`src/rtl/kmi_pkg.sv`:
```
// Shared types, constants and register indexes of the keep-out motion interlock.
package kmi_pkg;

    // Heading resolution used for the trigonometry and output scaling of cos and sin.
    localparam int ANGLE_TABLE_BITS = 10;
    localparam int TRIG_FRAC_BITS   = 15;

    localparam int COORD_W   = 14;
    localparam int HEADING_W = 16;
    localparam int DIR_W     = 4;
    localparam int SPEED_W   = 17;
    localparam int TURN_W    = 23;
    localparam int TURN_MAG_W = TURN_W - 1;
    localparam int TRIG_W    = 16;
    localparam int DIST_W    = 18;
    localparam int SQ_W      = 32;
    localparam int DOT_W     = 35;
    localparam int NUM_ZONES = 3;

    // Quarter-wave sine polynomial coefficients, Q15 arithmetic.
    localparam logic [15:0] POLY_A = 16'd51472;
    localparam logic [14:0] POLY_B = 15'd21024;
    localparam logic [11:0] POLY_C = 12'd2320;
    localparam logic [14:0] QUARTER_TURN = 15'd16384;
    localparam logic [14:0] SINE_MAX = 15'h7FFF;
    localparam logic [ANGLE_TABLE_BITS-1:0] PHASE_QUARTER =
        ANGLE_TABLE_BITS'(1) << (ANGLE_TABLE_BITS - 2);

    // Configuration port.
    localparam int CFG_IDX_W  = 3;
    localparam int CFG_DATA_W = 16;
    localparam logic [CFG_IDX_W-1:0] REG_FIELD_WIDTH    = 3'd0;
    localparam logic [CFG_IDX_W-1:0] REG_FIELD_HEIGHT   = 3'd1;
    localparam logic [CFG_IDX_W-1:0] REG_EDGE_MARGIN    = 3'd2;
    localparam logic [CFG_IDX_W-1:0] REG_KEEPOUT_RADIUS = 3'd3;
    localparam logic [CFG_IDX_W-1:0] REG_SPEED_LIMIT    = 3'd4;
    localparam logic [CFG_IDX_W-1:0] REG_TURN_UNIT      = 3'd5;

    // Direction command codes.
    localparam logic [DIR_W-1:0] DIR_NONE       = 4'd0;
    localparam logic [DIR_W-1:0] DIR_UP         = 4'd1;
    localparam logic [DIR_W-1:0] DIR_UP_RIGHT   = 4'd2;
    localparam logic [DIR_W-1:0] DIR_RIGHT      = 4'd3;
    localparam logic [DIR_W-1:0] DIR_DOWN_RIGHT = 4'd4;
    localparam logic [DIR_W-1:0] DIR_DOWN       = 4'd5;
    localparam logic [DIR_W-1:0] DIR_DOWN_LEFT  = 4'd6;
    localparam logic [DIR_W-1:0] DIR_LEFT       = 4'd7;
    localparam logic [DIR_W-1:0] DIR_UP_LEFT    = 4'd8;

    localparam logic [TURN_MAG_W-1:0] TURN_SLOW = 22'd6;
    localparam logic [TURN_MAG_W-1:0] TURN_FAST = 22'd40;

    // Queue between classification and command mapping.
    localparam int QUEUE_DEPTH = 4;
    localparam int QPTR_W      = $clog2(QUEUE_DEPTH);

    typedef struct packed {
        logic [12:0] field_width;
        logic [12:0] field_height;
        logic [9:0]  edge_margin;
        logic [9:0]  keepout_radius;
        logic [15:0] speed_limit;
        logic [15:0] turn_unit;
    } t_cfg;

    localparam t_cfg CFG_RESET = '{
        field_width:    13'd1800,
        field_height:   13'd2700,
        edge_margin:    10'd130,
        keepout_radius: 10'd255,
        speed_limit:    16'd100,
        turn_unit:      16'd1
    };

    // Classified item handed from the front to the back.
    typedef struct packed {
        logic             fwd_ok;
        logic             bwd_ok;
        logic [DIR_W-1:0] dir;
    } t_cls;

    // Edge band hits of one pose.
    typedef struct packed {
        logic lo_y;
        logic hi_x;
        logic hi_y;
        logic lo_x;
    } t_edge;

endpackage

```
`src/rtl/kmi_queue.sv`:
```
// Small FIFO of classified items between the front and the back.
module kmi_queue (
    input  logic           i_clk,
    input  logic           i_rst_n,
    input  logic           i_push,
    input  kmi_pkg::t_cls  i_data,
    output logic           o_full,
    input  logic           i_pop,
    output kmi_pkg::t_cls  o_data,
    output logic           o_empty
);
    import kmi_pkg::*;

    t_cls              r_mem [QUEUE_DEPTH];
    logic [QPTR_W-1:0] r_wr, r_rd;
    logic [QPTR_W:0]   r_cnt;

    assign o_full  = (r_cnt == (QPTR_W+1)'(QUEUE_DEPTH));
    assign o_empty = (r_cnt == '0);
    assign o_data  = r_mem[r_rd];

    always_ff @(posedge i_clk) begin
        if (!i_rst_n) begin
            r_wr  <= '0;
            r_rd  <= '0;
            r_cnt <= '0;
        end else begin
            if (i_push) begin
                r_wr <= r_wr + 1'b1;
            end
            if (i_pop) begin
                r_rd <= r_rd + 1'b1;
            end
            if (i_push && !i_pop) begin
                r_cnt <= r_cnt + 1'b1;
            end else if (!i_push && i_pop) begin
                r_cnt <= r_cnt - 1'b1;
            end
        end
    end

    always_ff @(posedge i_clk) begin
        if (i_push) begin
            r_mem[r_wr] <= i_data;
        end
    end

endmodule

```
`config.mk`:
```
export PLATFORM = sky130hd
export DESIGN_NAME = kmi_queue
export DESIGN_NICKNAME = d
export VERILOG_FILES = /design/src/rtl/kmi_pkg.sv /design/src/rtl/kmi_queue.sv
export SDC_FILE = /design/constraint.sdc
export NUM_CORES = 1
export LEC_CHECK = 0
export BUFFER_PORTS_ARGS = -buffer_cell sky130_fd_sc_hd__buf_2
export CORE_UTILIZATION = 56
export DETAILED_ROUTE_END_ITERATION = 10
export PLACE_DENSITY = 0.84
export SYNTH_ARGS = -nofsm -noshare
export SYNTH_HDL_FRONTEND = slang
export SYNTH_SLANG_ARGS = --single-unit
```
`constraint.sdc`:
```
create_clock -name i_clk -period 2.8 [get_ports i_clk]
set_input_delay 0.14 -clock i_clk [delete_from_list [all_inputs] [get_ports i_clk]]
set_output_delay 0.14 -clock i_clk [all_outputs]
set_load 0.02 [all_outputs]
```
==> Word-level counts from Yosys, hierarchy flattened <==
Memory sizes are Yosys's and may differ from the RTL's. A register that Yosys moved wholly into a read port is not among the register bits.
Cells that the tools add are included.
Widths: inputs -> output; s select.
{ "totals": {"reg_bits": 7, "memories": 1, "output_inout_bits": 8, "mem_bits_rw": 24} }
{ "memory_table": {"columns": ["memory", "words", "width", "read_ports", "rd_clocked_by_memory_dff", "write_ports", "line", "text"], "rows": [
  ["r_mem", 4, 6, 1, 1, 1, "kmi_queue.sv:14", "t_cls r_mem [QUEUE_DEPTH];"]
]} }
{ "op_classes": {"mux": 6, "n_eq_ne": 1, "add_sub_neg": 4, "n_reduce_logical": 6} }
{ "op_table": {"columns": ["op", "n"], "rows": [
  ["$mux 3", 2],
  ["$add 2x1->2 const B", 2],
  ["$mux 2", 2],
  ["$add 3x1->3 const B", 1],
  ["$eq 3x3->1 const B", 1],
  ["$logic_not 3->1", 1],
  ["$sub 3x1->3 const B", 1],
  ["$logic_and 1x1->1", 2],
  ["$logic_not 1->1", 2],
  ["$mux 1", 2],
  ["$reduce_bool 2->1", 1]
]} }

==> Depth between registers and ports, before layout <==
Gate-level depths: netlist of the first run.
{ "depth": {"depth_word": 4, "ltp_mapped": 7, "mapped_depth_nobuf": 7} }

==> Worst setup path after synthesis of the first run <==
Ideal clock, no wire load.
{ "synth_path": {"path_kind": "register to register", "from": "register r_cnt[0]", "to": "register r_cnt[2]", "stages_incl_launch_ff": 5, "synth_period_minus_slack_ns": 1.393, "path_slack_ns": 1.407, "arrival_time_ns": 1.323, "setup_time_ns": 0.070, "t_required_ns": 2.730, "cell_sequence": "dfxtp_1 -> fa_1 -> xor2_1 -> or3_1 -> a21boi_1"} }
{ "synth_via": {"elab_chain_cells": 3, "elab_cells_between_ends": 4} }
{ "synth_lines": {"columns": ["item", "line", "text"], "rows": [
  ["start, declared", "kmi_queue.sv:16", "logic [QPTR_W:0] r_cnt;"],
  ["start signal, assigned", "kmi_queue.sv:35", "r_cnt <= r_cnt + 1'b1;"],
  ["start signal, assigned", "kmi_queue.sv:37", "r_cnt <= r_cnt - 1'b1;"],
  ["$sub 3x1->3", "kmi_queue.sv:37", null],
  ["$mux 3", "kmi_queue.sv:36", "end else if (!i_push && i_pop) begin"],
  ["$mux 3 (*)", "kmi_queue.sv:34", "if (i_push && !i_pop) begin"]
]} }
Mark *: on every way between the ends. The rest lies on a longest branch, timed or not. The select of a mux whose other input is x is not followed.
A chain may end at the register's enable or synchronous reset.

==> impl_metrics.toml, run 1 <==
[outcome]
status = "finished clean"

[global_route]
grt.met3_usage_pct = 5.45
grt_pass1_wl_um = 3020
antenna_found_initial = 0
use_met1_pct = 20.7
grt_max_degree = 11
gr-usage-all-layers_pct = 18.0
overflow = 0
grtUsageMet2_pct = 27.1
first_global_vias = 688
grt-busiest-layer = "met2"

[pwr]
p_clk_share_pct = 24.8
switching_share_pct = 25.4
power_leakage_nw = 0.557
p_sw_uw = 245
p_int_uw = 719
p_comb_share_pct = 14.7
seq_power_share_pct = 60.4
peakVddDrop_uv = 493
power_density_mw_per_mm2 = 655

[timing]
setup_violations = 0
max_slew.worst_pin.slew_ns = 0.399
final_hold_viol_count = 0
setup_ws_ns = 1.02
fin_skew_ns = 0.00460
min_period_ns = 1.78
tns_ns = 0
max_slew_margin_pct = 73.4
rsz0062_at_grt = "no"
min_period_over_period_pct = 63.4
finalMaxSlewViolations = 0
hold-worst-slack_ns = 0.0264
timing.fmax_mhz = 563

[min_path]
hp-class = "in2reg"

[worst_setup_path]
cp-endpoint = "o_data[3]"
cp_num_cells = 2
slowest_delay_ns = 0.57
ff2ff_path_depth = 4
path_delay_family = "flip-flops"
rr_startpoint = "r_cnt[0]"
worstPathArrival_ns = 1.64
required_ns = 2.66
crit_type = "reg2out"
crit_path_cell_trace = "mux4_2, buf_2"
crit_fanout = 6
critical-path-slowest-cell = "dfxtp_1"
cp_num_buf_inv = 1
r2r_setup_slack_ns = 1.30
crit_path_end_kind = "output pin"
cp-start-kind = "flip-flop"
r2r_end = "r_cnt[2]"

[placed_design]
place_area_mm2 = 0.00142
place_ws_ns = 1.18
gp_congestion = 0.790
dp.final_hpwl_um = 1400
io_buffer_count = 17

[floorplanning]
die_area_mm2 = 0.00254
die_width_um = 50.4
io_pins = 18
core_area_mm2 = 0.00221
initial_utilization_pct = 59.3
rows = 17
die_y_um = 50.4

[clocking]
cts_resized = 0
cts_made_buffers = 5
cts_setup_buffers = 0
clock_sinks = 33
cts_buffer_depth = 2
clockRootBuffer = "clkbuf_4"
clk_pin_slew_ns = 0.09
cts_hold_buf = 0
htree_num_levels = 2
insertion_delay_ns = 0.32
cts_tree = "done"

[routing]
vias_per_cell = 5.45
wl_per_cell_um = 15.2
num_vias = 687
ant_nets = 0
wl_um = 1910
drt-pass1-iter-count = 4
drcViolationCount = 0
drtIter0Drc = 15

[finish]
seq_area_um2 = 901
utilization_pct = 66.6
drive_gt1_share_pct = 30.6
final_cell_area_mm2 = 0.00147
fillers = 171
diodes = 0
fin_nets = 113
multi_input_area_um2 = 385
area_growth_pct = 12.2
mostFrequentLayoutCell = "edfxtp_1"
final_cell_mix = "24 x edfxtp_1, 17 x buf_2, 9 x and2_1, 9 x dfxtp_1, 6 x mux4_2"

[yosys]
synth.area.top_cells = "edfxtp_1 55%, dfxtp_1 14%, mux4_2 10%"
syn_area_mm2 = 0.00131
synth_top_area_share_pct = 54.9
ys_seq_elements = 33
synth_top_area_cell = "edfxtp_1"
avgSynthCellArea_um2 = 17.7
ys_seq_area_share_pct = 68.6
yosysWarnings = 0
syn_inst = 74
yosysUniqueCellTypes = 18
syn_nets = 90

[job]
drv_cap = 0
==> sequential cells by signal, indices dropped and copies added (netlist names), named ones only <==
register	cells
r_wr	2
r_cnt	3
r_rd	2
r_mem	24
==> per-stage QoR <==
step	instances	total power, mW
final	126	0.964
after global routing	126	1.01
after CTS	126	0.975
after detailed placement	118	0.737
after global placement	118	0.727
after floorplan	74	0.690
==> synthesized netlist by cell type <==
cell      instances
nand2_1           1
o21ai_0           1
nor3b_1           1
mux4_2            6
dfxtp_1           9
xnor2_1           2
mux2i_1           2
fa_1              1
ha_1              5
nor3_1            1
buf_6             1
edfxtp_1         24
or3_1             1
inv_1             4
xor2_1            3
and2_1            9
nor2b_1           2
a21boi_1          1
==> power by group through the flow <==
stage / sequential [mW] / combinational [mW] / clock [mW]
3_3_place_gp: 0.592 / 0.136 / 0
5_1_grt: 0.587 / 0.155 / 0.264
4_1_cts: 0.583 / 0.144 / 0.248
2_1_floorplan: 0.583 / 0.107 / 0
6_report: 0.583 / 0.142 / 0.240
3_5_place_dp: 0.594 / 0.143 / 0
==> metal layers <==
layer,up-vias,part of all wire [%]
met4,0,3.2
met3,9,5.0
li1,316,-
met5,-,0
met1,339,41
met2,23,51
==> worst min path at each step <==
stage,start,endpoint,depth (start not counted)
floorplan,i_data[0],r_mem[0][0],0
CTS,i_data[1],r_mem[0][1],1
global placement,i_data[1],r_mem[0][1],1
finish,i_data[1],r_mem[0][1],1
detailed placement,i_data[1],r_mem[0][1],1
global route,i_data[5],r_mem[3][5],1
==> cells by family after synthesis <==
group | count (synthesis) | synth area share (%)
AOI/OAI and AO/OA | 2 | 0.953
xor gates and xnor gates | 5 | 3.34
adders and majority gates | 6 | 6.29
buffers and inverters | 5 | 2.00
DFF | 33 | 68.6
muxes | 8 | 11.8
and+or+nand+nor | 15 | 6.96
==> layout make-up <==
type                    instances  share of cell area (%)
flip-flops and latches         33                    61.2
well taps                      28                    2.38
repair buffers                 17                    5.78
multi-input cells              36                    26.2
clock inverters                 2                   0.680
clock buffers                   6                    2.80
inverters                       4                    1.02
Power figures use the tool's default switching activity.
==> run 2, diff against run 1 <==
Settings changed: ABC_AREA from default to 1, CORE_UTILIZATION 56 to 49, PLACE_DENSITY 0.84 to 0.78.
Clock period 2.8 ns to 1.51 ns, I/O delays scaled along.
==> impl_metrics.toml, run 2 <==
[worst_setup_path]
required_ns = 1.43
r2r_setup_slack_ns = 0.27
cp-start-kind = "flip-flop"
cp_num_buf_inv = 2
worstPathArrival_ns = 1.33
path_delay_family = "flip-flops"
crit_path_cell_trace = "buf_4, o21ai_1, o22ai_1, buf_2"
crit_fanout = 8
crit_path_end_kind = "output pin"
critical-path-slowest-cell = "dfxtp_2"
slowest_delay_ns = 0.41
crit_type = "reg2out"

[pwr]
power_density_mw_per_mm2 = 1120
power_leakage_nw = 0.650
peakVddDrop_uv = 807
power.total_mw = 1.74

[finish]
drive_gt1_share_pct = 17.8
reg_top3 = "r_mem: 24 flops, r_cnt: 3 flops"
diodes = 0
mostFrequentLayoutCell = "edfxtp_1"
fin_nets = 161
area_growth_pct = 16.3
largest_register_ffs = 24
top_register = "r_mem"
final_cell_area_mm2 = 0.00155
final_cell_mix = "24 x edfxtp_1, 17 x nor2_1, 17 x buf_2"

[floorplanning]
die_area_mm2 = 0.00294
io_pins = 18
initial_utilization_pct = 53.0
rows = 18
die_y_um = 54.2
die_width_um = 54.2
core_area_mm2 = 0.00252

[clocking]
clock_sinks = 33
insertion_delay_ns = 0.32
cts_buffer_depth = 2
cts_tree = "done"
clk_pin_slew_ns = 0.09
cts_made_buffers = 5
clockRootBuffer = "clkbuf_4"
htree_num_levels = 2
cts_setup_buffers = 0

[timing]
max_slew_margin_pct = 82.9
min_period_ns = 1.41
min_period_over_period_pct = 93.3
rsz0062_at_grt = "no"
max_slew.worst_pin.slew_ns = 0.256
setup_violations = 0
final_hold_viol_count = 0
fin_skew_ns = 0.0157
finalMaxSlewViolations = 0
tns_ns = 0
timing.fmax_mhz = 710

[yosys]
synthSimpleGateAreaFrac_pct = 8.90
ys.flop_type = "edfxtp_1"
syn_nets = 132
synth_edf_count = 24
async_flop_share_pct = 0
ys_seq_area_share_pct = 67.4
synth_top_family_by_area = "compound AO/OA/AOI/OAI gates"
ys_seq_elements = 33
syn_area_mm2 = 0.00134
yosysWarnings = 0
synth_compound_area_share_pct = 11.0
yosysUniqueCellTypes = 16
yosysMostFrequentCell = "edfxtp_1"
syn_inst = 116
synth_xor_area_share_pct = 0
synth_top_area_share_pct = 53.9
muxShareOfSynthArea_pct = 0
avgSynthCellArea_um2 = 11.5
synth_top_area_cell = "edfxtp_1"
synth.area.top_cells = "edfxtp_1 54%, dfxtp_1 13%, nor2_1 4.8%"
synthAdderAreaFrac_pct = 6.18
synth_common_cells = "24 x edfxtp_1, 17 x nor2_1, 15 x inv_1, 10 x o21ai_0"

[job]
drv_cap = 0

[global_route]
grt_pass1_wl_um = 3680
grt-busiest-layer = "met2"
overflow = 0
antenna_found_initial = 0
grt.met3_usage_pct = 8.33
grt_max_degree = 13
gr-usage-all-layers_pct = 18.9
first_global_vias = 871
grtUsageMet2_pct = 30.3
use_met1_pct = 21.2

[routing]
wl_per_cell_um = 12.7
vias_per_cell = 5.13
drtIter0Drc = 24
ant_nets = 0
drcViolationCount = 0
num_vias = 902
drt-pass1-iter-count = 4
wl_um = 2230

[placed_design]
gp_congestion = 0.739
io_buffer_count = 17
dp.final_hpwl_um = 1590
place_area_mm2 = 0.00144

[min_path]
hp-class = "in2reg"

[outcome]
status = "finished clean"
run 2: metrics by stage:
| step | worst slack (ns) | cells | hold slack, ns | utilization, % |
|---|---|---|---|---|
| final | 0.102 | 176 | 0.0337 | 61.6 |
| after global routing | 0.0160 | 176 | 0.0373 | 61.6 |
| after CTS | 0.0808 | 176 | 0.0207 | 61.6 |
| after floorplan | 0.370 | 116 | 0.174 | - |
| after detailed placement | 0.235 | 162 | 0.291 | 57.2 |
| after global placement | 0.281 | 162 | 0.288 | 57.2 |
run 2: timing repair:
action,4_1_cts,5_1_grt
gates resized for setup,1,0
hold endpoints to repair,24,0
endpoints found under the setup margin,2,0
hold buffers,6,0
run 2: worst register-to-register path, stage by stage, from the launching register on:
cell and delay [ns]:
dfxtp_1 0.36, fa_1 0.45, inv_1 0.07, nand2_1 0.07, nand3_1 0.07, nand2_1 0.05, inv_1 0.04, nor2_1 0.04
run 2: path summary, 6_finish.rpt:
path | to | startpoint | cells after the start
worst min-delay path | r_cnt[1] | i_rst_n | 3
worst max-delay path | o_data[0] | flip-flop | 4
worst max register to register | r_cnt[2] | r_cnt[0] | 7
worst min register to register | r_rd[1] | r_rd[1] | 1
run 2: logic make-up after synthesis:
| logic type | count (synthesis) |
|---|---|
| buffers and inverters | 19 |
| AOI/OAI and AO/OA | 28 |
| adders and majority gates | 6 |
| and+or+nand+nor | 30 |
| DFF | 33 |
run 2: area by class of cell:
cell class                      instances  area, µm²
Fill cell                             217        968
Timing Repair Buffer                   24        153
Clock inverter                          1       3.75
Sequential cell                        33        902
Inverter                               17       63.8
Clock buffer                            7       45.0
Multi-Input combinational cell         64        349
Tap cell                               30       37.5
run 2: metal layers:
layer | part of all wire [%] | routed length [µm]
met2 | 51 | 1140
met3 | 6.1 | 135
met1 | 42 | 944
met5 | 0 | 0
met4 | 0.54 | 12
run 2: power by group:
group,total (mW),internal (mW),switching (mW)
Combinational,0.249,0.0934,0.155
Sequential,1.05,1.02,0.0317
Clock,0.436,0.179,0.257
==> run 3, diff against run 2 <==
Settings changed: CORE_UTILIZATION 49 to 45, PLACE_DENSITY 0.78 to 0.73.
==> impl_metrics.toml, run 3 (synthesis results as in run 2) <==
[routing]
drt-pass1-iter-count = 4
vias_per_cell = 5.30
wl_um = 2170
num_vias = 938
drcViolationCount = 0
wl_per_cell_um = 12.3
drtIter0Drc = 38
ant_nets = 0

[timing]
min_period_over_period_pct = 93.7
fin_skew_ns = 0.00708
max_slew_margin_pct = 81.9
final_hold_viol_count = 0
hold-worst-slack_ns = 0.0275
setup_violations = 0
setup_ws_ns = 0.0955
rsz0062_at_grt = "yes"
finalMaxSlewViolations = 0
max_slew.worst_pin.slew_ns = 0.271
min_period_ns = 1.41
tns_ns = 0
timing.fmax_mhz = 707

[placed_design]
place_ws_ns = 0.225
dp.final_hpwl_um = 1500
gp_congestion = 0.744
io_buffer_count = 17

[worst_setup_path]
slowest_delay_ns = 0.42
critical-path-slowest-cell = "dfxtp_2"
required_ns = 1.43
crit_fanout = 8
worstPathArrival_ns = 1.34
crit_path_cell_trace = "buf_4, o21ai_0, o22ai_1, buf_2"
crit_path_end_kind = "output pin"
cp-start-kind = "flip-flop"
crit_type = "reg2out"

[min_path]
hp-class = "in2reg"

[floorplanning]
die_width_um = 56.5
core_area_mm2 = 0.00278
initial_utilization_pct = 48.0
io_pins = 18
die_y_um = 56.5
rows = 19
die_area_mm2 = 0.00319

[global_route]
gr-usage-all-layers_pct = 16.3
first_global_vias = 885
grt_max_degree = 13
overflow = 0
antenna_found_initial = 0
grt_pass1_wl_um = 3710

[clocking]
clock_sinks = 33
cts_setup_buffers = 0
clk_pin_slew_ns = 0.10
cts_tree = "done"
cts_buffer_depth = 2
htree_num_levels = 2
clockRootBuffer = "clkbuf_4"
cts_made_buffers = 5
insertion_delay_ns = 0.32

[finish]
largest_register_ffs = 24
reg_top3 = "r_mem: 24 flops, r_cnt: 3 flops"
mostFrequentLayoutCell = "edfxtp_1"
fillers = 235
top_register = "r_mem"
area_growth_pct = 16.5
drive_gt1_share_pct = 19.2
final_cell_mix = "24 x edfxtp_1, 17 x nor2_1, 17 x buf_2"
diodes = 0
fin_nets = 161

[pwr]
switching_share_pct = 26.3
power_density_mw_per_mm2 = 1120
peakVddDrop_uv = 709
p_int_mw = 1.28
seq_power_share_pct = 60.5
p_comb_share_pct = 14.3
power.total_mw = 1.74
p_sw_uw = 459
power_leakage_nw = 0.653
p_clk_share_pct = 25.2

[job]
drv_cap = 0

[outcome]
status = "finished clean"
==> run 3: critical path: cells and delay by family, from the launching register on <==
| kind | cells | cell delay [ns] |
|---|---|---|
| DFF | 1 | 0.42 |
| buffers and inverters | 2 | 0.35 |
| AOI/OAI and AO/OA | 2 | 0.24 |
==> run 3: layer usage <==
layer  up-vias  share of wire (%)  wire (µm)  GRT usage, %
met5         -                  0          0             0
met4         0                2.8         61          12.2
met3         8                6.1        133          5.53
met2        31                 51       1110          25.7
met1       440                 40        864          18.1
li1        459                  -          -             -
==> run 3: repair_timing <==
action | in CTS | in global routing
endpoints found under the hold margin | 24 | 0
gates resized for setup | 1 | 1
endpoints found under the setup margin | 4 | 2
hold buffers | 6 | 0
==> run 3: path summary, 6_finish.rpt <==
kind / cells past startpoint / start / slack, ns / to
max: 4 / flip-flop / 0.1 / o_data[2]
min: 3 / i_rst_n / 0.03 / r_cnt[2]
max reg2reg: 7 / r_cnt[0] / 0.28 / r_cnt[2]
min reg2reg: 1 / r_rd[1] / 0.45 / r_rd[1]
==> run 3: stage by stage <==
step	utilization [%]	instance area, µm²	cells
2_1_floorplan	-	1340	116
3_5_place_dp	52.0	1450	163
5_1_grt	56.0	1560	177
6_report	56.0	1560	177
4_1_cts	56.0	1560	177
3_3_place_gp	52.0	1450	163
==> run 3: power by group through the flow <==
| stage | registers (mW) | logic [mW] | clock network, mW |
|---|---|---|---|
| floorplan | 1.06 | 0.167 | 0 |
| global placement | 1.07 | 0.225 | 0 |
| detailed placement | 1.07 | 0.237 | 0 |
| CTS | 1.05 | 0.249 | 0.446 |
| global route | 1.06 | 0.280 | 0.489 |
| finish | 1.05 | 0.248 | 0.439 |
==> run 3: layout make-up <==
class,count,area [µm²],share of cell area [%]
clock buffer,5,37.5,2.41
clock inverter,3,12.5,0.804
inverter,17,63.8,4.10
multi-input combinational,64,349,22.4
sequential,33,902,58.0
tap,31,38.8,2.49
timing repair buffer,24,153,9.81
