## config.mk

```make
export PLATFORM = sky130hd
export DESIGN_NAME = kmi_back
export DESIGN_NICKNAME = d
export VERILOG_FILES = /design/src/rtl/kmi_pkg.sv /design/src/rtl/kmi_back.sv
export SDC_FILE = /design/constraint.sdc
export NUM_CORES = 1
export LEC_CHECK = 0
export BUFFER_PORTS_ARGS = -buffer_cell sky130_fd_sc_hd__buf_2
export CAP_MARGIN = 20
export CORE_UTILIZATION = 48
export CTS_CLUSTER_DIAMETER = 50
export DETAILED_ROUTE_END_ITERATION = 10
export HOLD_SLACK_MARGIN = 0.05
export PLACE_DENSITY = 0.88
export RECOVER_POWER = 25
export SETUP_SLACK_MARGIN = 0.3
export SYNTH_ARGS = -nofsm -noshare
export SYNTH_HDL_FRONTEND = slang
export SYNTH_SLANG_ARGS = --single-unit
```

## constraint.sdc

```tcl
create_clock -name i_clk -period 4.15 [get_ports i_clk]
set_clock_uncertainty 0.05 [all_clocks]
set_input_delay 0.83 -clock i_clk [delete_from_list [all_inputs] [get_ports i_clk]]
set_output_delay 0.83 -clock i_clk [all_outputs]
set_load 0.05 [all_outputs]
```

## src/rtl/kmi_pkg.sv

```systemverilog
// Shared types, constants and register indexes of the keep-out motion interlock.
package kmi_pkg;

    // Heading resolution used for the trigonometry and output scaling of cos and sin.
    localparam int ANGLE_TABLE_BITS = 10;
    localparam int TRIG_FRAC_BITS   = 15;

    localparam int COORD_W   = 14;
    localparam int HEADING_W = 16;
    localparam int DIR_W     = 4;
    localparam int SPEED_W   = 17;
    localparam int TURN_W    = 23;
    localparam int TURN_MAG_W = TURN_W - 1;
    localparam int TRIG_W    = 16;
    localparam int DIST_W    = 18;
    localparam int SQ_W      = 32;
    localparam int DOT_W     = 35;
    localparam int NUM_ZONES = 3;

    // Quarter-wave sine polynomial coefficients, Q15 arithmetic.
    localparam logic [15:0] POLY_A = 16'd51472;
    localparam logic [14:0] POLY_B = 15'd21024;
    localparam logic [11:0] POLY_C = 12'd2320;
    localparam logic [14:0] QUARTER_TURN = 15'd16384;
    localparam logic [14:0] SINE_MAX = 15'h7FFF;
    localparam logic [ANGLE_TABLE_BITS-1:0] PHASE_QUARTER =
        ANGLE_TABLE_BITS'(1) << (ANGLE_TABLE_BITS - 2);

    // Configuration port.
    localparam int CFG_IDX_W  = 3;
    localparam int CFG_DATA_W = 16;
    localparam logic [CFG_IDX_W-1:0] REG_FIELD_WIDTH    = 3'd0;
    localparam logic [CFG_IDX_W-1:0] REG_FIELD_HEIGHT   = 3'd1;
    localparam logic [CFG_IDX_W-1:0] REG_EDGE_MARGIN    = 3'd2;
    localparam logic [CFG_IDX_W-1:0] REG_KEEPOUT_RADIUS = 3'd3;
    localparam logic [CFG_IDX_W-1:0] REG_SPEED_LIMIT    = 3'd4;
    localparam logic [CFG_IDX_W-1:0] REG_TURN_UNIT      = 3'd5;

    // Direction command codes.
    localparam logic [DIR_W-1:0] DIR_NONE       = 4'd0;
    localparam logic [DIR_W-1:0] DIR_UP         = 4'd1;
    localparam logic [DIR_W-1:0] DIR_UP_RIGHT   = 4'd2;
    localparam logic [DIR_W-1:0] DIR_RIGHT      = 4'd3;
    localparam logic [DIR_W-1:0] DIR_DOWN_RIGHT = 4'd4;
    localparam logic [DIR_W-1:0] DIR_DOWN       = 4'd5;
    localparam logic [DIR_W-1:0] DIR_DOWN_LEFT  = 4'd6;
    localparam logic [DIR_W-1:0] DIR_LEFT       = 4'd7;
    localparam logic [DIR_W-1:0] DIR_UP_LEFT    = 4'd8;

    localparam logic [TURN_MAG_W-1:0] TURN_SLOW = 22'd6;
    localparam logic [TURN_MAG_W-1:0] TURN_FAST = 22'd40;

    // Queue between classification and command mapping.
    localparam int QUEUE_DEPTH = 4;
    localparam int QPTR_W      = $clog2(QUEUE_DEPTH);

    typedef struct packed {
        logic [12:0] field_width;
        logic [12:0] field_height;
        logic [9:0]  edge_margin;
        logic [9:0]  keepout_radius;
        logic [15:0] speed_limit;
        logic [15:0] turn_unit;
    } t_cfg;

    localparam t_cfg CFG_RESET = '{
        field_width:    13'd1800,
        field_height:   13'd2700,
        edge_margin:    10'd130,
        keepout_radius: 10'd255,
        speed_limit:    16'd100,
        turn_unit:      16'd1
    };

    // Classified item handed from the front to the back.
    typedef struct packed {
        logic             fwd_ok;
        logic             bwd_ok;
        logic [DIR_W-1:0] dir;
    } t_cls;

    // Edge band hits of one pose.
    typedef struct packed {
        logic lo_y;
        logic hi_x;
        logic hi_y;
        logic lo_x;
    } t_edge;

endpackage

```

## src/rtl/kmi_back.sv

```systemverilog
// Back end: maps a classified direction command to speed, turn rate and brake.
module kmi_back (
    input  logic                                 i_clk,
    input  logic                                 i_rst_n,
    input  kmi_pkg::t_cfg                        i_cfg,
    input  logic                                 i_q_empty,
    input  kmi_pkg::t_cls                        i_q_data,
    output logic                                 o_pop,
    output logic                                 o_valid,
    input  logic                                 i_stall,
    output logic signed [kmi_pkg::SPEED_W-1:0]   o_speed,
    output logic signed [kmi_pkg::TURN_W-1:0]    o_turn_rate_tenths,
    output logic                                 o_brake,
    output logic                                 o_forward_allowed,
    output logic                                 o_backward_allowed
);
    import kmi_pkg::*;

    logic                       c_lin_f, c_lin_b, c_turn_neg;
    logic [TURN_MAG_W-1:0]      c_turn_mag, c_slow, c_fast;
    logic signed [SPEED_W-1:0]  n_speed, c_v;
    logic signed [TURN_W-1:0]   n_turn;
    logic                       n_brake;

    logic                       r_valid;
    logic signed [SPEED_W-1:0]  r_speed;
    logic signed [TURN_W-1:0]   r_turn;
    logic                       r_brake, r_fwd, r_bwd;

    // The output register reloads from a non-empty queue whenever it is empty or being taken.
    assign o_pop = !i_q_empty && (!r_valid || !i_stall);

    always_comb begin
        c_lin_f    = 1'b0;
        c_lin_b    = 1'b0;
        c_turn_neg = 1'b0;
        c_turn_mag = '0;
        c_slow     = TURN_MAG_W'(i_cfg.turn_unit) * TURN_SLOW;
        c_fast     = TURN_MAG_W'(i_cfg.turn_unit) * TURN_FAST;
        case (i_q_data.dir)
            DIR_UP: begin
                c_lin_f = 1'b1;
            end
            DIR_UP_RIGHT: begin
                c_lin_f    = 1'b1;
                c_turn_mag = c_slow;
                c_turn_neg = 1'b1;
            end
            DIR_RIGHT: begin
                c_turn_mag = c_fast;
                c_turn_neg = 1'b1;
            end
            DIR_DOWN_RIGHT: begin
                c_lin_b    = 1'b1;
                c_turn_mag = c_slow;
            end
            DIR_DOWN: begin
                c_lin_b = 1'b1;
            end
            DIR_DOWN_LEFT: begin
                c_lin_b    = 1'b1;
                c_turn_mag = c_slow;
                c_turn_neg = 1'b1;
            end
            DIR_LEFT: begin
                c_turn_mag = c_fast;
            end
            DIR_UP_LEFT: begin
                c_lin_f    = 1'b1;
                c_turn_mag = c_slow;
            end
            default: begin
            end
        endcase

        c_v     = $signed({1'b0, i_cfg.speed_limit});
        n_speed = '0;
        if (c_lin_f && i_q_data.fwd_ok) begin
            n_speed = c_v;
        end else if (c_lin_b && i_q_data.bwd_ok) begin
            n_speed = -c_v;
        end
        n_brake = (c_lin_f && !i_q_data.fwd_ok) || (c_lin_b && !i_q_data.bwd_ok);
        n_turn  = c_turn_neg ? -$signed({1'b0, c_turn_mag}) : $signed({1'b0, c_turn_mag});
    end

    always_ff @(posedge i_clk) begin
        if (!i_rst_n) begin
            r_valid <= 1'b0;
        end else if (o_pop) begin
            r_valid <= 1'b1;
        end else if (!i_stall) begin
            r_valid <= 1'b0;
        end
    end

    always_ff @(posedge i_clk) begin
        if (o_pop) begin
            r_speed <= n_speed;
            r_turn  <= n_turn;
            r_brake <= n_brake;
            r_fwd   <= i_q_data.fwd_ok;
            r_bwd   <= i_q_data.bwd_ok;
        end
    end

    assign o_valid            = r_valid;
    assign o_speed            = r_speed;
    assign o_turn_rate_tenths = r_turn;
    assign o_brake            = r_brake;
    assign o_forward_allowed  = r_fwd;
    assign o_backward_allowed = r_bwd;

endmodule
```

; Word-level counts from Yosys, hierarchy flattened
; Index checks and enable logic that the tools add are counted.
[word_totals]
ff_bits = 44
input_bits = 88
output_inout_bits = 45
wordCells = 49
[classes]
n_addsub = 2
mul = 2
n_eq_ne = 9
muxes = 9
n_bitwise = 1
reduce_logical = 18
[ops]
columns = cell, count
row1 = 22-bit one-hot mux with 2 select lines, 1
row2 = 16-bit two-way mux, 2
row3 = 22-bit negator with 23-bit output, 1
row4 = 22-bit two-way mux, 1
row5 = "16-bit by 3-bit multiplier with 19-bit output, second input constant", 1
row6 = "16-bit by 2-bit multiplier with 18-bit output, second input constant", 1
row7 = 16-bit negator with 17-bit output, 1
row8 = "4-bit by 3-bit equality test with 1-bit output, second input constant", 4
row9 = 3-bit OR reduction, 3
row10 = "4-bit by 2-bit equality test with 1-bit output, second input constant", 2
row11 = 1-bit logical AND, 5
row12 = 1-bit logical NOT, 5
row13 = 1-bit two-way mux, 5
row14 = "4-bit by 1-bit equality test with 1-bit output, second input constant", 1
row15 = "4-bit equality test, second input constant", 1
row16 = 2-bit OR reduction, 2
row17 = 4-bit OR reduction, 1
row18 = 1-bit logical OR, 2
row19 = "2-bit inequality test, second input constant", 1
row20 = 1-bit inverter, 1

; Longest topological paths before layout
; Gate-level depths: netlist of the first run.
[logic_depth]
word_depth = 6
mapped_depth = 13
mapped_depth_nobuf = 13

; Least setup slack after synthesis of the first run
; Ideal clock, no wire load.
[synth_path]
kind = in2out
start = input i_stall
end = output o_pop
arrival_ps = 3611
slack_ps = -341
path_stages = 1
n_path_buf = 0
path_cell_list = a21oi_1
[synth_via]
elab_chain_len = 3
[synth_rtl]
columns = element, line
row1 = "start, declared", kmi_back.sv:10  ; input logic i_stall,
row2 = 1-bit logical NOT, --
row3 = 1-bit logical OR, kmi_back.sv:31  ; assign o_pop = !i_q_empty && (!r_valid || !i_stall);
row4 = 1-bit logical AND, kmi_back.sv:31
row5 = "end, declared", kmi_back.sv:8  ; output logic o_pop,
; No other way between the ends.

; Final worst setup path of the first run
[layout_path]
start = input i_cfg[4] (netlist name)
end = register r_turn[21] (netlist: o_turn_rate_tenths[21]), data pin
[layout_via]
elab_chain_len = 4
elab_cells_between_ends = 5
classes_between = 1 x add/sub / 2 x mul / 2 x mux
[layout_rtl]
columns = element, line
row1 = "start, declared", kmi_back.sv:5  ; input kmi_pkg::t_cfg i_cfg,
row2 = 16-bit by 2-bit multiplier with 18-bit output / 16-bit by 3-bit multiplier with 19-bit output (equally long branches), "kmi_back.sv:38, kmi_back.sv:39"
row3 = 22-bit one-hot mux with 2 select lines *, kmi_back.sv:40  ; case (i_q_data.dir)
row4 = 22-bit negator with 23-bit output, kmi_back.sv:84  ; n_turn = c_turn_neg ? -$signed({1'b0, c_turn_mag}) : $signed({1'b0, c_turn_mag});
row5 = 22-bit two-way mux *, kmi_back.sv:84
row6 = named net n_turn[21], kmi_back.sv:22  ; logic signed [TURN_W-1:0] n_turn;
row7 = "end signal, assigned", kmi_back.sv:100  ; r_turn <= n_turn;
row8 = "end, declared", kmi_back.sv:27  ; logic signed [TURN_W-1:0] r_turn;
; The timed path passes the listed nets; every way through them passes the cells marked *.
; A chain may end at the register's enable or synchronous reset.

==> metrics.log, run 1 <==
[metrics] data arrival time at the worst-slack endpoint: 3.76 ns
[metrics] Final Net Count: 742
[metrics] cell count after synthesis: 492
[metrics] pin count of the biggest net entering global routing: 43
[metrics] total die area: 0.009211 sq mm
[metrics] total of hold buffers inserted after clock tree synthesis: 0
[metrics] biggest area consumer among synthesized cells: edfxtp_1
[metrics] layout cell share with drive strength beyond 1: 26.19%
[metrics] final instance area: 0.005246 sq mm
[metrics] vias in the first global route: 4080
[metrics] critical path start-end classification: input port to flop
[metrics] startpoint class of the critical path: input port
[metrics] floorplan die width: 95.98 microns
[metrics] most area-consuming cells after synthesis: edfxtp_1 30%, ha_1 14%, o21ai_0 6.0%, nor2_1 4.3%, nand2_1 4.1%
[metrics] via count normalized by instance count: 5.959
[metrics] required time of the worst setup path: 4.14 ns
[metrics] most repeated library cell on the critical path: buf_4
[metrics] share of total power in combinational logic: 48.6%
[metrics] flip-flop and latch count after synthesis: 43
[metrics] gp weighted congestion: 0.8671
[metrics] leakage power of the design: 0.002280 uW
[metrics] number of synthesized flops with an enable pin: 42
[metrics] master of the slowest instance on the critical path: a2111oi_0
[metrics] count of cell types in the netlist: 64
[metrics] antenna violations before repair: 0
[metrics] drt first pass iters: 5
[metrics] transition at the pin with the smallest max-transition slack: 2.161 ns
[metrics] relative area change from synthesis to final layout: 23.76%
[metrics] violated checks: capacitance limit, slew limit
[metrics] power density over the cells: 292.0 mW/mm^2
[metrics] worst path setup slack after routing: 0.3770 ns
[metrics] summed instance area of the synthesized netlist: 0.004239 sq mm
[metrics] Port Buf Inserts: 85
[metrics] number of antenna diodes: 0
[metrics] Sw Pwr: 609.3 uW
[metrics] flop2flop setup slack: 1.65 ns
[metrics] clock sink count: 43
[metrics] final setup fails: 0
[metrics] Site Rows: 33
[metrics] outcome: finished, violations left
[metrics] beginning of the worst hold path: o_valid
[metrics] register share of total power: 35.2%
[metrics] max capacitance violation total: 1
[metrics] reg-to-reg critical path startpoint: o_valid
[metrics] top-level I/O count: 133
[metrics] Routed wire per std cell: 15.20 microns
[metrics] average cell area after synthesis: 8.616 sq um
[metrics] Syn. warnings: 0
[metrics] Max Transition Viols Final: 43
[metrics] area of the placeable core: 0.008382 sq mm
[metrics] final number of hold-violating endpoints: 0
[metrics] Vias: 4243
[metrics] Worst Hold Depth: 2
[metrics] first-pass GRT wire length: 17.57 mm
[metrics] clock tree from TritonCTS: done
[metrics] final worst-path cycle share: 90.91%
[metrics] largest buffer count on any clock path: 2
[metrics] Synth async-reset ratio: 0%
[metrics] Power Internal: 922.7 uW
[metrics] maximum single-stage delay on the critical path: 0.40 ns
[metrics] worst r2r dst: o_turn_rate_tenths[1]
[metrics] initial standard-cell utilization of the core: 50.57%
[metrics] instance area after placement: 0.005009 sq mm
[metrics] pre-CTS worst setup slack: -0.1235 ns
[metrics] buffer cell driving the clock tree root: clkbuf_8
[metrics] flip-flop cell with the highest count after synthesis: edfxtp_1
[metrics] CP Cell Sequence: buf_2, buf_4, buf_4, ha_1, a2111oi_0, o21ai_1, and3b_1, or3_1, a31oi_4, nor4b_4, and3_4, a41oi_1, xnor2_1
[metrics] Post-Synthesis Net Count: 628
[metrics] fraction of the yosys area taken by sequential cells: 30.22%
[metrics] global router's overall resource usage: 23.74%
[metrics] initial detailed-routing violation count: 249
[metrics] Total Routed Length: 10.82 mm
[metrics] Filler cells: 703
[metrics] number of clock buffers inserted by TritonCTS: 5
[metrics] setup repair after global routing missed its margin: false
[metrics] Sum Neg Setup Slack: 0 ns
[metrics] Worst R2R Path Depth: 2
[metrics] Final HPWL DP: 8.468 mm
[metrics] worst hold path type: flop to flop
[metrics] worst-case headroom to the max-slew limit: -44.06%
[metrics] post-route ant nets: 0
[metrics] final global-route overflow total: 0
[metrics] final cell utilization of the core: 62.59%
[metrics] switching share of power: 39.77%
[metrics] clock share of power: 16.3%
[metrics] clk slew on worst S/H paths: 0.07 ns
[metrics] achievable frequency: 265.0 MHz
[metrics] clock latency of the later-clocked register in the worst-skew pair: 0.29 ns
[metrics] area fraction of the dominant cell type after synthesis: 29.75%
[metrics] shortest clock period the worst path allows after layout: 3.773 ns
[metrics] DRC violation count after routing: 0
[metrics] maximum level of the CTS H-tree: 2
[metrics] critical path peak fanout: 5
[metrics] Die Y: 95.98 microns
[metrics] Endpoint, Worst Hold: o_valid
[metrics] IR drop worst, VDD: 0.1639 mV
[metrics] CP Capture Type: flop
==> what timing repair did <==
action,4_1_cts,5_1_grt
pin swaps,0,11
endpoints found under the setup margin,5,6
resized for setup,8,19
buffers inserted,0,2
==> cell families (layout without fill, tap and decap cells) <==
group,after synthesis,count (layout),share of synthesized area [%]
XOR/XNOR,27,27,5.579
flip-flops,43,43,30.22
AND/OR/NAND/NOR,175,175,21.49
other,1,1,0.08846
AO/OA/AOI/OAI,157,157,23.29
adder cells (fa/ha/maj),48,48,14.52
buffers and inverters,35,150,3.394
multiplexers,6,6,1.417
==> cell usage after synthesis, drive strengths merged, types with 3 or more instances <==
| cell type | instances |
|---|---|
| o21ai | 55 |
| nor2 | 49 |
| ha | 46 |
| nand2 | 46 |
| edfxtp | 42 |
| a21oi | 34 |
| inv | 18 |
| or3 | 16 |
| xnor2 | 14 |
| xor2 | 13 |
| clkbuf | 11 |
| nand3 | 9 |
| a21o | 8 |
| nor3 | 8 |
| o21a | 8 |
| o31ai | 8 |
| a31oi | 7 |
| a211oi | 6 |
| and2 | 6 |
| buf | 6 |
| mux2i | 6 |
| nand2b | 6 |
| nor4 | 5 |
| o211ai | 5 |
| and3 | 4 |
| nor2b | 4 |
| nor3b | 4 |
| o22ai | 4 |
| and3b | 3 |
| nand3b | 3 |
| nand4 | 3 |
| o21bai | 3 |
==> routing by layer <==
| metal | global-route usage (%) | vias up | wire length, microns |
|---|---|---|---|
| li1 | - | 2065 | - |
| met1 | 28.54 | 2007 | 4517 |
| met2 | 44.52 | 160 | 5455 |
| met3 | 2.133 | 11 | 715 |
| met4 | 7.090 | 0 | 133 |
| met5 | 0 | - | 0 |
==> state kept, by name, summed over array words and instances (netlist names) <==
name                cells
o_valid                 1
o_speed                17
o_backward_allowed      1
o_turn_rate_tenths     22
o_forward_allowed       1
o_brake                 1
==> cells in the final DEF, fill, tap and decap left out, drive strengths merged, types with 5 or more instances in the layout <==
cell	instances
a31oi	7
nor2	49
inv	18
a211oi	6
and2	6
o21a	8
nor3	8
xor2	13
o31ai	8
o211ai	5
a21o	8
o21ai	55
mux2i	6
xnor2	14
ha	46
clkbuf	12
buf	119
a21oi	34
nor4	5
or3	16
nand2	46
nand2b	6
edfxtp	42
nand3	9
==> power by group through the flow <==
| stage | Clock (uW) | Combinational (uW) | Sequential, uW |
|---|---|---|---|
| CTS | 254 | 699 | 538 |
| global route | 269 | 808 | 543 |
| detailed placement | 0 | 688 | 547 |
| finish | 249 | 744 | 539 |
| floorplan | 0 | 344 | 684 |
| global placement | 0 | 663 | 547 |
==> per-stage QoR <==
step	hold WS [ns]	power, uW	cells
global route	0.5524	1620	712
finish	0.4824	1532	712
detailed placement	0.4807	1236	702
global placement	0.4468	1209	702
CTS	0.4905	1490	710
floorplan	0.6429	1029	492
==> how the worst max path moves through the flow <==
stage,start,to,slack (ns)
3_3_place_gp,i_cfg[3],o_turn_rate_tenths[20],-0.06
4_1_cts,i_cfg[4],o_turn_rate_tenths[21],0.30
2_1_floorplan,i_cfg[1],o_turn_rate_tenths[20],0.22
6_report,i_cfg[4],o_turn_rate_tenths[21],0.38
5_1_grt,i_cfg[1],o_turn_rate_tenths[21],0.27
3_5_place_dp,i_cfg[1],o_turn_rate_tenths[20],-0.12
==> worst max-delay path, delay by kind of cell <==
kind | cells | cell delay, ns
simple gates | 4 | 1.19
fa+ha+maj | 1 | 0.23
xor+xnor | 1 | 0.16
buf+inv | 3 | 0.35
compound gates | 4 | 0.99
==> area by class of cell <==
cell class / count / area [sq um] / share of cell area (%)
clock buffer: 7 / 76.32 / 1.455
tap: 105 / 131.4 / 2.504
timing repair buffer: 124 / 709.4 / 13.52
multi-input combinational: 414 / 2975 / 56.71
sequential: 43 / 1281 / 24.42
inverter: 18 / 67.56 / 1.288
clock inverter: 1 / 5.005 / 0.09540
(Power assumes the default switching activity.)
==> run 2, diff against run 1 <==
--- a/config.mk
+++ b/config.mk
@@ -11,7 +11,7 @@
 export CTS_CLUSTER_DIAMETER = 50
 export DETAILED_ROUTE_END_ITERATION = 10
 export HOLD_SLACK_MARGIN = 0.05
-export PLACE_DENSITY = 0.88
+export PLACE_DENSITY_LB_ADDON = 0.12
 export RECOVER_POWER = 25
 export SETUP_SLACK_MARGIN = 0.3
 export SYNTH_ARGS = -nofsm -noshare
==> run 2 against run 1 <==
  * The run still ends with capacitance limit, slew limit left
  * Core utilization grew 1.2 points
  * Final cell count increased by 0.70%
  * Total power rose by 4.1%
  * Sequential share of layout area decreased by 0.45 points
  * Design area grew 1.9%
  * Highest routed layer unchanged
==> metrics.log, run 2 (synthesis gave the netlist of run 1 again) <==
[metrics] top-level I/O count: 133 (unchanged)
[metrics] initial detailed-routing violation count: 142 (was 249)
[metrics] Filler cells: 737 (was 703)
[metrics] Crit path max-delay family: compound AO/OA/AOI/OAI gates (was simple AND/OR/NAND/NOR gates)
[metrics] final setup fails: 0 (unchanged)
[metrics] final worst-path cycle share: 89.64% (was 90.91%)
[metrics] CP Cell Sequence: buf_2, buf_4, ha_1, o21ai_0, nor2_1, o21ai_0, a2111oi_2, buf_4, and4_4, nor4b_4, buf_4, and3_4, a41oi_2, xnor2_1 (was buf_2, buf_4, buf_4, ha_1, a2111oi_0, o21ai_1, and3b_1, or3_1, a31oi_4, nor4b_4, and3_4, a41oi_1, xnor2_1)
[metrics] via count normalized by instance count: 5.643 (was 5.959)
[metrics] post-route ant nets: 0 (unchanged)
[metrics] final number of hold-violating endpoints: 0 (unchanged)
[metrics] critical path peak fanout: 4 (was 5)
[metrics] critical path start-end classification: input port to flop (unchanged)
[metrics] setup repair after global routing missed its margin: false (unchanged)
[metrics] Vias: 4046 (was 4243)
[metrics] area taken by multi-input logic gates: 0.003012 sq mm (was 0.002975 sq mm)
[metrics] outcome: finished, violations left (unchanged)
[metrics] most common cell after layout, fill and taps aside: buf_2 (unchanged)
[metrics] Max Transition Viols Final: 43 (unchanged)
[metrics] DRC violation count after routing: 0 (unchanged)
[metrics] vias in the first global route: 3667 (was 4080)
[metrics] largest buffer count on any clock path: 2 (unchanged)
[metrics] worst hold path type: flop to flop (unchanged)
[metrics] worst hold slack: 0.4468 ns (was 0.4824 ns)
[metrics] power density over the cells: 298.5 mW/mm^2 (was 292.0 mW/mm^2)
[metrics] antenna violations before repair: 0 (unchanged)
[metrics] gp weighted congestion: 0.8629 (was 0.8671)
[metrics] number of flip-flops under the largest register name: 22 (unchanged)
[metrics] relative area change from synthesis to final layout: 26.06% (was 23.76%)
[metrics] Routed wire per std cell: 14.32 microns (was 15.20 microns)
[metrics] data arrival time at the worst-slack endpoint: 3.70 ns (was 3.76 ns)
[metrics] buffer cell driving the clock tree root: clkbuf_8 (unchanged)
[metrics] Final Net Count: 747 (was 742)
[metrics] maximum level of the CTS H-tree: 2 (unchanged)
[metrics] master of the slowest instance on the critical path: a2111oi_2 (was a2111oi_0)
[metrics] number of clock buffers inserted by TritonCTS: 5 (unchanged)
[metrics] required time of the worst setup path: 4.13 ns (was 4.14 ns)
[metrics] violated checks: capacitance limit, slew limit (unchanged)
[metrics] clock sink count: 43 (unchanged)
[metrics] most frequent cells in the layout: 80 x buf_2, 49 x nor2_1, 46 x nand2_1 (was 81 x buf_2, 49 x nor2_1, 47 x o21ai_0)
[metrics] maximum single-stage delay on the critical path: 0.44 ns (was 0.40 ns)
[metrics] area of the placeable core: 0.008382 sq mm (unchanged)
[metrics] Port Buf Inserts: 85 (unchanged)
[metrics] CP Capture Type: flop (unchanged)
[metrics] first-pass GRT wire length: 16.06 mm (was 17.57 mm)
[metrics] WP buf/inv: 4 (was 3)
[metrics] IR drop worst, VDD: 0.1627 mV (was 0.1639 mV)
[metrics] Final HPWL DP: 8.029 mm (was 8.468 mm)
[metrics] drt first pass iters: 4 (was 5)
[metrics] floorplan die width: 95.98 microns (unchanged)
[metrics] initial standard-cell utilization of the core: 50.57% (unchanged)
[metrics] shortest clock period the worst path allows after layout: 3.720 ns (was 3.773 ns)
[metrics] worst-case headroom to the max-slew limit: -43.85% (was -44.06%)
[metrics] total die area: 0.009211 sq mm (unchanged)
[metrics] achievable frequency: 268.8 MHz (was 265.0 MHz)
[metrics] pin count of the biggest net entering global routing: 43 (unchanged)
[metrics] flip-flop and latch area: 0.001281 sq mm (unchanged)
[metrics] layout cell share with drive strength beyond 1: 28.27% (was 26.19%)
[metrics] global router's overall resource usage: 21.71% (was 23.74%)
[metrics] transition at the pin with the smallest max-transition slack: 2.158 ns (was 2.161 ns)
[metrics] clock latency of the later-clocked register in the worst-skew pair: 0.29 ns (about the same)
[metrics] max capacitance violation total: 1 (unchanged)
[metrics] instance area after placement: 0.005031 sq mm (was 0.005009 sq mm)
[metrics] startpoint class of the critical path: input port (unchanged)
[metrics] clk slew on worst S/H paths: 0.08 ns (was 0.07 ns)
[metrics] clock tree from TritonCTS: done (unchanged)
[metrics] most repeated library cell on the critical path: buf_4 (unchanged)
[metrics] Worst R2R Path Depth: 2 (unchanged)
[metrics] Sum Neg Setup Slack: 0 ns (unchanged)
[metrics] final instance area: 0.005344 sq mm (was 0.005246 sq mm)
[metrics] leakage power of the design: 0.002302 uW (was 0.002280 uW)
[metrics] Die Y: 95.98 microns (unchanged)
[metrics] Total Routed Length: 10.27 mm (was 10.82 mm)
[metrics] number of cells on the critical path: 14 (was 13)
[metrics] Site Rows: 33 (unchanged)
[metrics] Worst Hold Depth: 2 (unchanged)
[metrics] final global-route overflow total: 0 (unchanged)
[metrics] number of antenna diodes: 0 (unchanged)
run 2: area by class of cell:
cell class | count | area share (%)
Inverter | 18 | 1.264
Clock buffer | 7 | 1.428
Clock inverter | 1 | 0.5619
Tap cell | 105 | 2.458
Sequential cell | 43 | 23.98
Timing Repair Buffer | 129 | 13.95
Multi-Input combinational cell | 414 | 56.36
run 2: per-stage QoR:
stage	instances	util (%)	power (uW)	setup slack (ns)
CTS	713	61.71	1551	0.3069
floorplan	492	-	1029	0.2155
global placement	705	60.02	1219	-0.1025
detailed placement	705	60.02	1233	-0.1489
global route	717	63.76	1693	0.2414
finish	717	63.76	1595	0.4301
run 2: what timing repair did:
action	CTS	global route
pin swaps	3	13
resized for setup	6	33
hold buffers	0	0
buffers inserted	0	4
setup endpoints to repair	6	10
run 2: path summary, 6_finish.rpt:
path,start,end,slack [ns]
setup / recovery,i_cfg[3],o_turn_rate_tenths[21],0.43
hold / removal,o_valid,o_valid,0.45
setup reg to reg,o_valid,o_turn_rate_tenths[5],1.48
hold reg to reg,o_valid,o_valid,0.45
run 2: worst register-to-register path, stage by stage (launching register included):
cell and delay, ns:
dfxtp_1 0.33, a21oi_1 0.26, clkbuf_1 1.58
run 2: report_power, final:
part	switching, uW	leakage [uW]	internal (uW)
registers	9.26	0.000427	528
clock network	128	0.0000524	180
logic	461	0.00182	288
run 2: per-layer routing:
metal / vias to the layer above / global-route usage [%] / routed length [microns]
li1: 2072 / - / -
met1: 1846 / 27.11 / 4390
met2: 118 / 40.18 / 5167
met3: 10 / 2.449 / 619
met4: 0 / 4.229 / 88
met5: - / 0 / 0
==> run 3, diff against run 2 <==
--- a/config.mk
+++ b/config.mk
@@ -11,7 +11,7 @@
 export CTS_CLUSTER_DIAMETER = 50
 export DETAILED_ROUTE_END_ITERATION = 10
 export HOLD_SLACK_MARGIN = 0.05
-export PLACE_DENSITY_LB_ADDON = 0.12
+export PLACE_DENSITY = 0.79
 export RECOVER_POWER = 25
 export SETUP_SLACK_MARGIN = 0.3
 export SYNTH_ARGS = -nofsm -noshare
==> run 3 against run 2 <==
  * The run still ends with capacitance limit, slew limit left
  * Final cell count shrank 0.28%
  * Largest cell class unchanged
  * First-iteration DRC count grew 81%
  * Maximum frequency shrank 2.6%
  * Die area is the same
  * Total power shrank 3.8%
  * Worst setup slack lost 0.10 ns
  * Design area shrank 1.4%
  * Critical endpoint unchanged
  * Combinational power shrank 0.5%
  * Sequential cell count is the same
  * Core utilization shrank 0.88 points
  * Register-to-register slack gained 0.02 ns
==> metrics.log, run 3 (synthesis gave the netlist of run 1 again) <==
[metrics] gp weighted congestion: 0.8948 (was 0.8629)
[metrics] number of antenna diodes: 0 (unchanged)
[metrics] area taken by multi-input logic gates: 0.003002 sq mm (was 0.003012 sq mm)
[metrics] floorplan die width: 95.98 microns (unchanged)
[metrics] Filler cells: 715 (was 737)
[metrics] first-pass GRT wire length: 17.17 mm (was 16.06 mm)
[metrics] Sum Neg Setup Slack: 0 ns (unchanged)
[metrics] critical path peak fanout: 5 (was 4)
[metrics] worst hold slack: 0.4370 ns (was 0.4468 ns)
[metrics] relative area change from synthesis to final layout: 24.32% (was 26.06%)
[metrics] Worst R2R Path Depth: 2 (unchanged)
[metrics] worst hold path type: flop to flop (unchanged)
[metrics] maximum level of the CTS H-tree: 2 (unchanged)
[metrics] IR drop worst, VDD: 0.1672 mV (was 0.1627 mV)
[metrics] data arrival time at the worst-slack endpoint: 3.80 ns (was 3.70 ns)
[metrics] worst-case headroom to the max-slew limit: -43.27% (was -43.85%)
[metrics] clk slew on worst S/H paths: 0.07 ns (was 0.08 ns)
[metrics] post-route ant nets: 0 (unchanged)
[metrics] initial detailed-routing violation count: 257 (was 142)
[metrics] Port Buf Inserts: 85 (unchanged)
[metrics] count of non-filler cells in the finished layout: 715 (was 717)
[metrics] transition at the pin with the smallest max-transition slack: 2.149 ns (was 2.158 ns)
[metrics] outcome: finished, violations left (unchanged)
[metrics] flop2flop setup slack: 1.50 ns (was 1.48 ns)
[metrics] achievable frequency: 261.8 MHz (was 268.8 MHz)
[metrics] Final Net Count: 745 (was 747)
[metrics] antenna violations before repair: 0 (unchanged)
[metrics] top-level I/O count: 133 (unchanged)
[metrics] setup repair after global routing missed its margin: true (was false)
[metrics] pin count of the biggest net entering global routing: 43 (unchanged)
[metrics] final global-route overflow total: 0 (unchanged)
[metrics] clock latency of the later-clocked register in the worst-skew pair: 0.28 ns (was 0.29 ns)
[metrics] Vias: 4226 (was 4046)
[metrics] flip-flop and latch area: 0.001281 sq mm (unchanged)
[metrics] Site Rows: 33 (unchanged)
[metrics] power density over the cells: 291.3 mW/mm^2 (was 298.5 mW/mm^2)
[metrics] number of flip-flops under the largest register name: 22 (unchanged)
[metrics] destination of the critical timing path: o_turn_rate_tenths[21] (unchanged)
[metrics] DRC violation count after routing: 0 (unchanged)
[metrics] Total Routed Length: 10.78 mm (was 10.27 mm)
[metrics] final setup fails: 0 (unchanged)
[metrics] critical path start-end classification: input port to flop (unchanged)
[metrics] total die area: 0.009211 sq mm (unchanged)
[metrics] max capacitance violation total: 1 (unchanged)
[metrics] most common cell after layout, fill and taps aside: buf_2 (unchanged)
[metrics] number of clock buffers inserted by TritonCTS: 5 (unchanged)
[metrics] CP Capture Type: flop (unchanged)
[metrics] most frequent cells in the layout: 61 x buf_2, 49 x nor2_1, 46 x nand2_1 (was 80 x buf_2, 49 x nor2_1, 46 x nand2_1)
[metrics] clock tree from TritonCTS: done (unchanged)
[metrics] initial standard-cell utilization of the core: 50.57% (unchanged)
[metrics] final cell utilization of the core: 62.88% (was 63.76%)
[metrics] PnR Total Power: 1535 uW (was 1595 uW)
[metrics] leakage power of the design: 0.002245 uW (was 0.002302 uW)
[metrics] Routed wire per std cell: 15.07 microns (was 14.32 microns)
[metrics] drt first pass iters: 5 (was 4)
[metrics] vias in the first global route: 3923 (was 3667)
[metrics] Die Y: 95.98 microns (unchanged)
[metrics] shortest clock period the worst path allows after layout: 3.819 ns (was 3.720 ns)
[metrics] clock sink count: 43 (unchanged)
[metrics] global router's overall resource usage: 23.11% (was 21.71%)
[metrics] via count normalized by instance count: 5.910 (was 5.643)
[metrics] final number of hold-violating endpoints: 0 (unchanged)
[metrics] area of the placeable core: 0.008382 sq mm (unchanged)
[metrics] reg-to-reg critical path startpoint: o_valid (unchanged)
[metrics] start point of the critical path: i_cfg[3] (unchanged)
[metrics] layout cell share with drive strength beyond 1: 24.26% (was 28.27%)
[metrics] largest buffer count on any clock path: 2 (unchanged)
[metrics] cell total after placement: 701 (was 705)
[metrics] startpoint class of the critical path: input port (unchanged)
[metrics] Max Transition Viols Final: 43 (unchanged)
[metrics] worst r2r dst: o_turn_rate_tenths[3] (was o_turn_rate_tenths[5])
[metrics] violated checks: capacitance limit, slew limit (unchanged)
[metrics] Final HPWL DP: 8.286 mm (was 8.029 mm)
[metrics] buffer cell driving the clock tree root: clkbuf_8 (unchanged)
[metrics] final worst-path cycle share: 92.03% (was 89.64%)
[metrics] required time of the worst setup path: 4.13 ns (about the same)
[run 3: area by class of cell]
type | instances | area share [%]
multi-input cells | 414 | 56.96
flip-flops and latches | 43 | 24.31
repair buffers | 127 | 13.41
well taps | 105 | 2.493
clock buffers | 7 | 1.448
inverters | 18 | 1.282
clock inverters | 1 | 0.09497
[run 3: timing repair]
item	4_1_cts	5_1_grt
cloned	0	0
setup endpoints to repair	7	10
gates resized for setup	5	34
hold buffers	0	0
pin swaps	2	12
setup buffers	0	6
[run 3: worst min-delay path by stage]
stage | startpoint | to | slack [ns] | cells after the start
2_1_floorplan | o_valid | o_valid | 0.64 | 2
3_3_place_gp | o_valid | o_valid | 0.45 | 2
4_1_cts | o_valid | o_valid | 0.47 | 2
3_5_place_dp | o_valid | o_valid | 0.46 | 2
5_1_grt | o_valid | o_valid | 0.48 | 2
6_report | o_valid | o_valid | 0.44 | 2
[run 3: worst max-delay path, cell delays in order]
cell      delay (ns)
buf_2           0.11
buf_4           0.14
ha_1            0.32
ha_4            0.31
o21ai_1         0.12
o211a_1         0.28
o31ai_4         0.26
mux2i_1         0.27
o211ai_1        0.19
nor4b_4         0.39
and3_4          0.26
a41oi_1         0.14
xnor2_1         0.17
[run 3: report_power, final]
part | leakage (uW) | internal (uW) | switching (uW) | total (uW)
Combinational | 0.00178 | 277 | 469 | 746
Clock | 0.0000422 | 118 | 131 | 249
Sequential | 0.000427 | 529 | 11.6 | 540
[run 3: metrics by stage]
| stage | area [sq um] | setup WS [ns] |
|---|---|---|
| after global routing | 5270 | 0.2149 |
| final | 5270 | 0.3306 |
| after floorplan | 4243 | 0.2155 |
| after global placement | 5001 | -0.1002 |
| after detailed placement | 5001 | -0.1776 |
| after CTS | 5110 | 0.2844 |
[run 3: layer usage]
layer,up-vias,wire [microns],track usage (%),part of all wire (%)
met3,14,545,1.817,5.1
li1,2064,-,-,-
met1,1995,4599,29.00,43
met4,0,119,5.846,1.1
met2,153,5511,42.56,51
met5,-,0,0,0
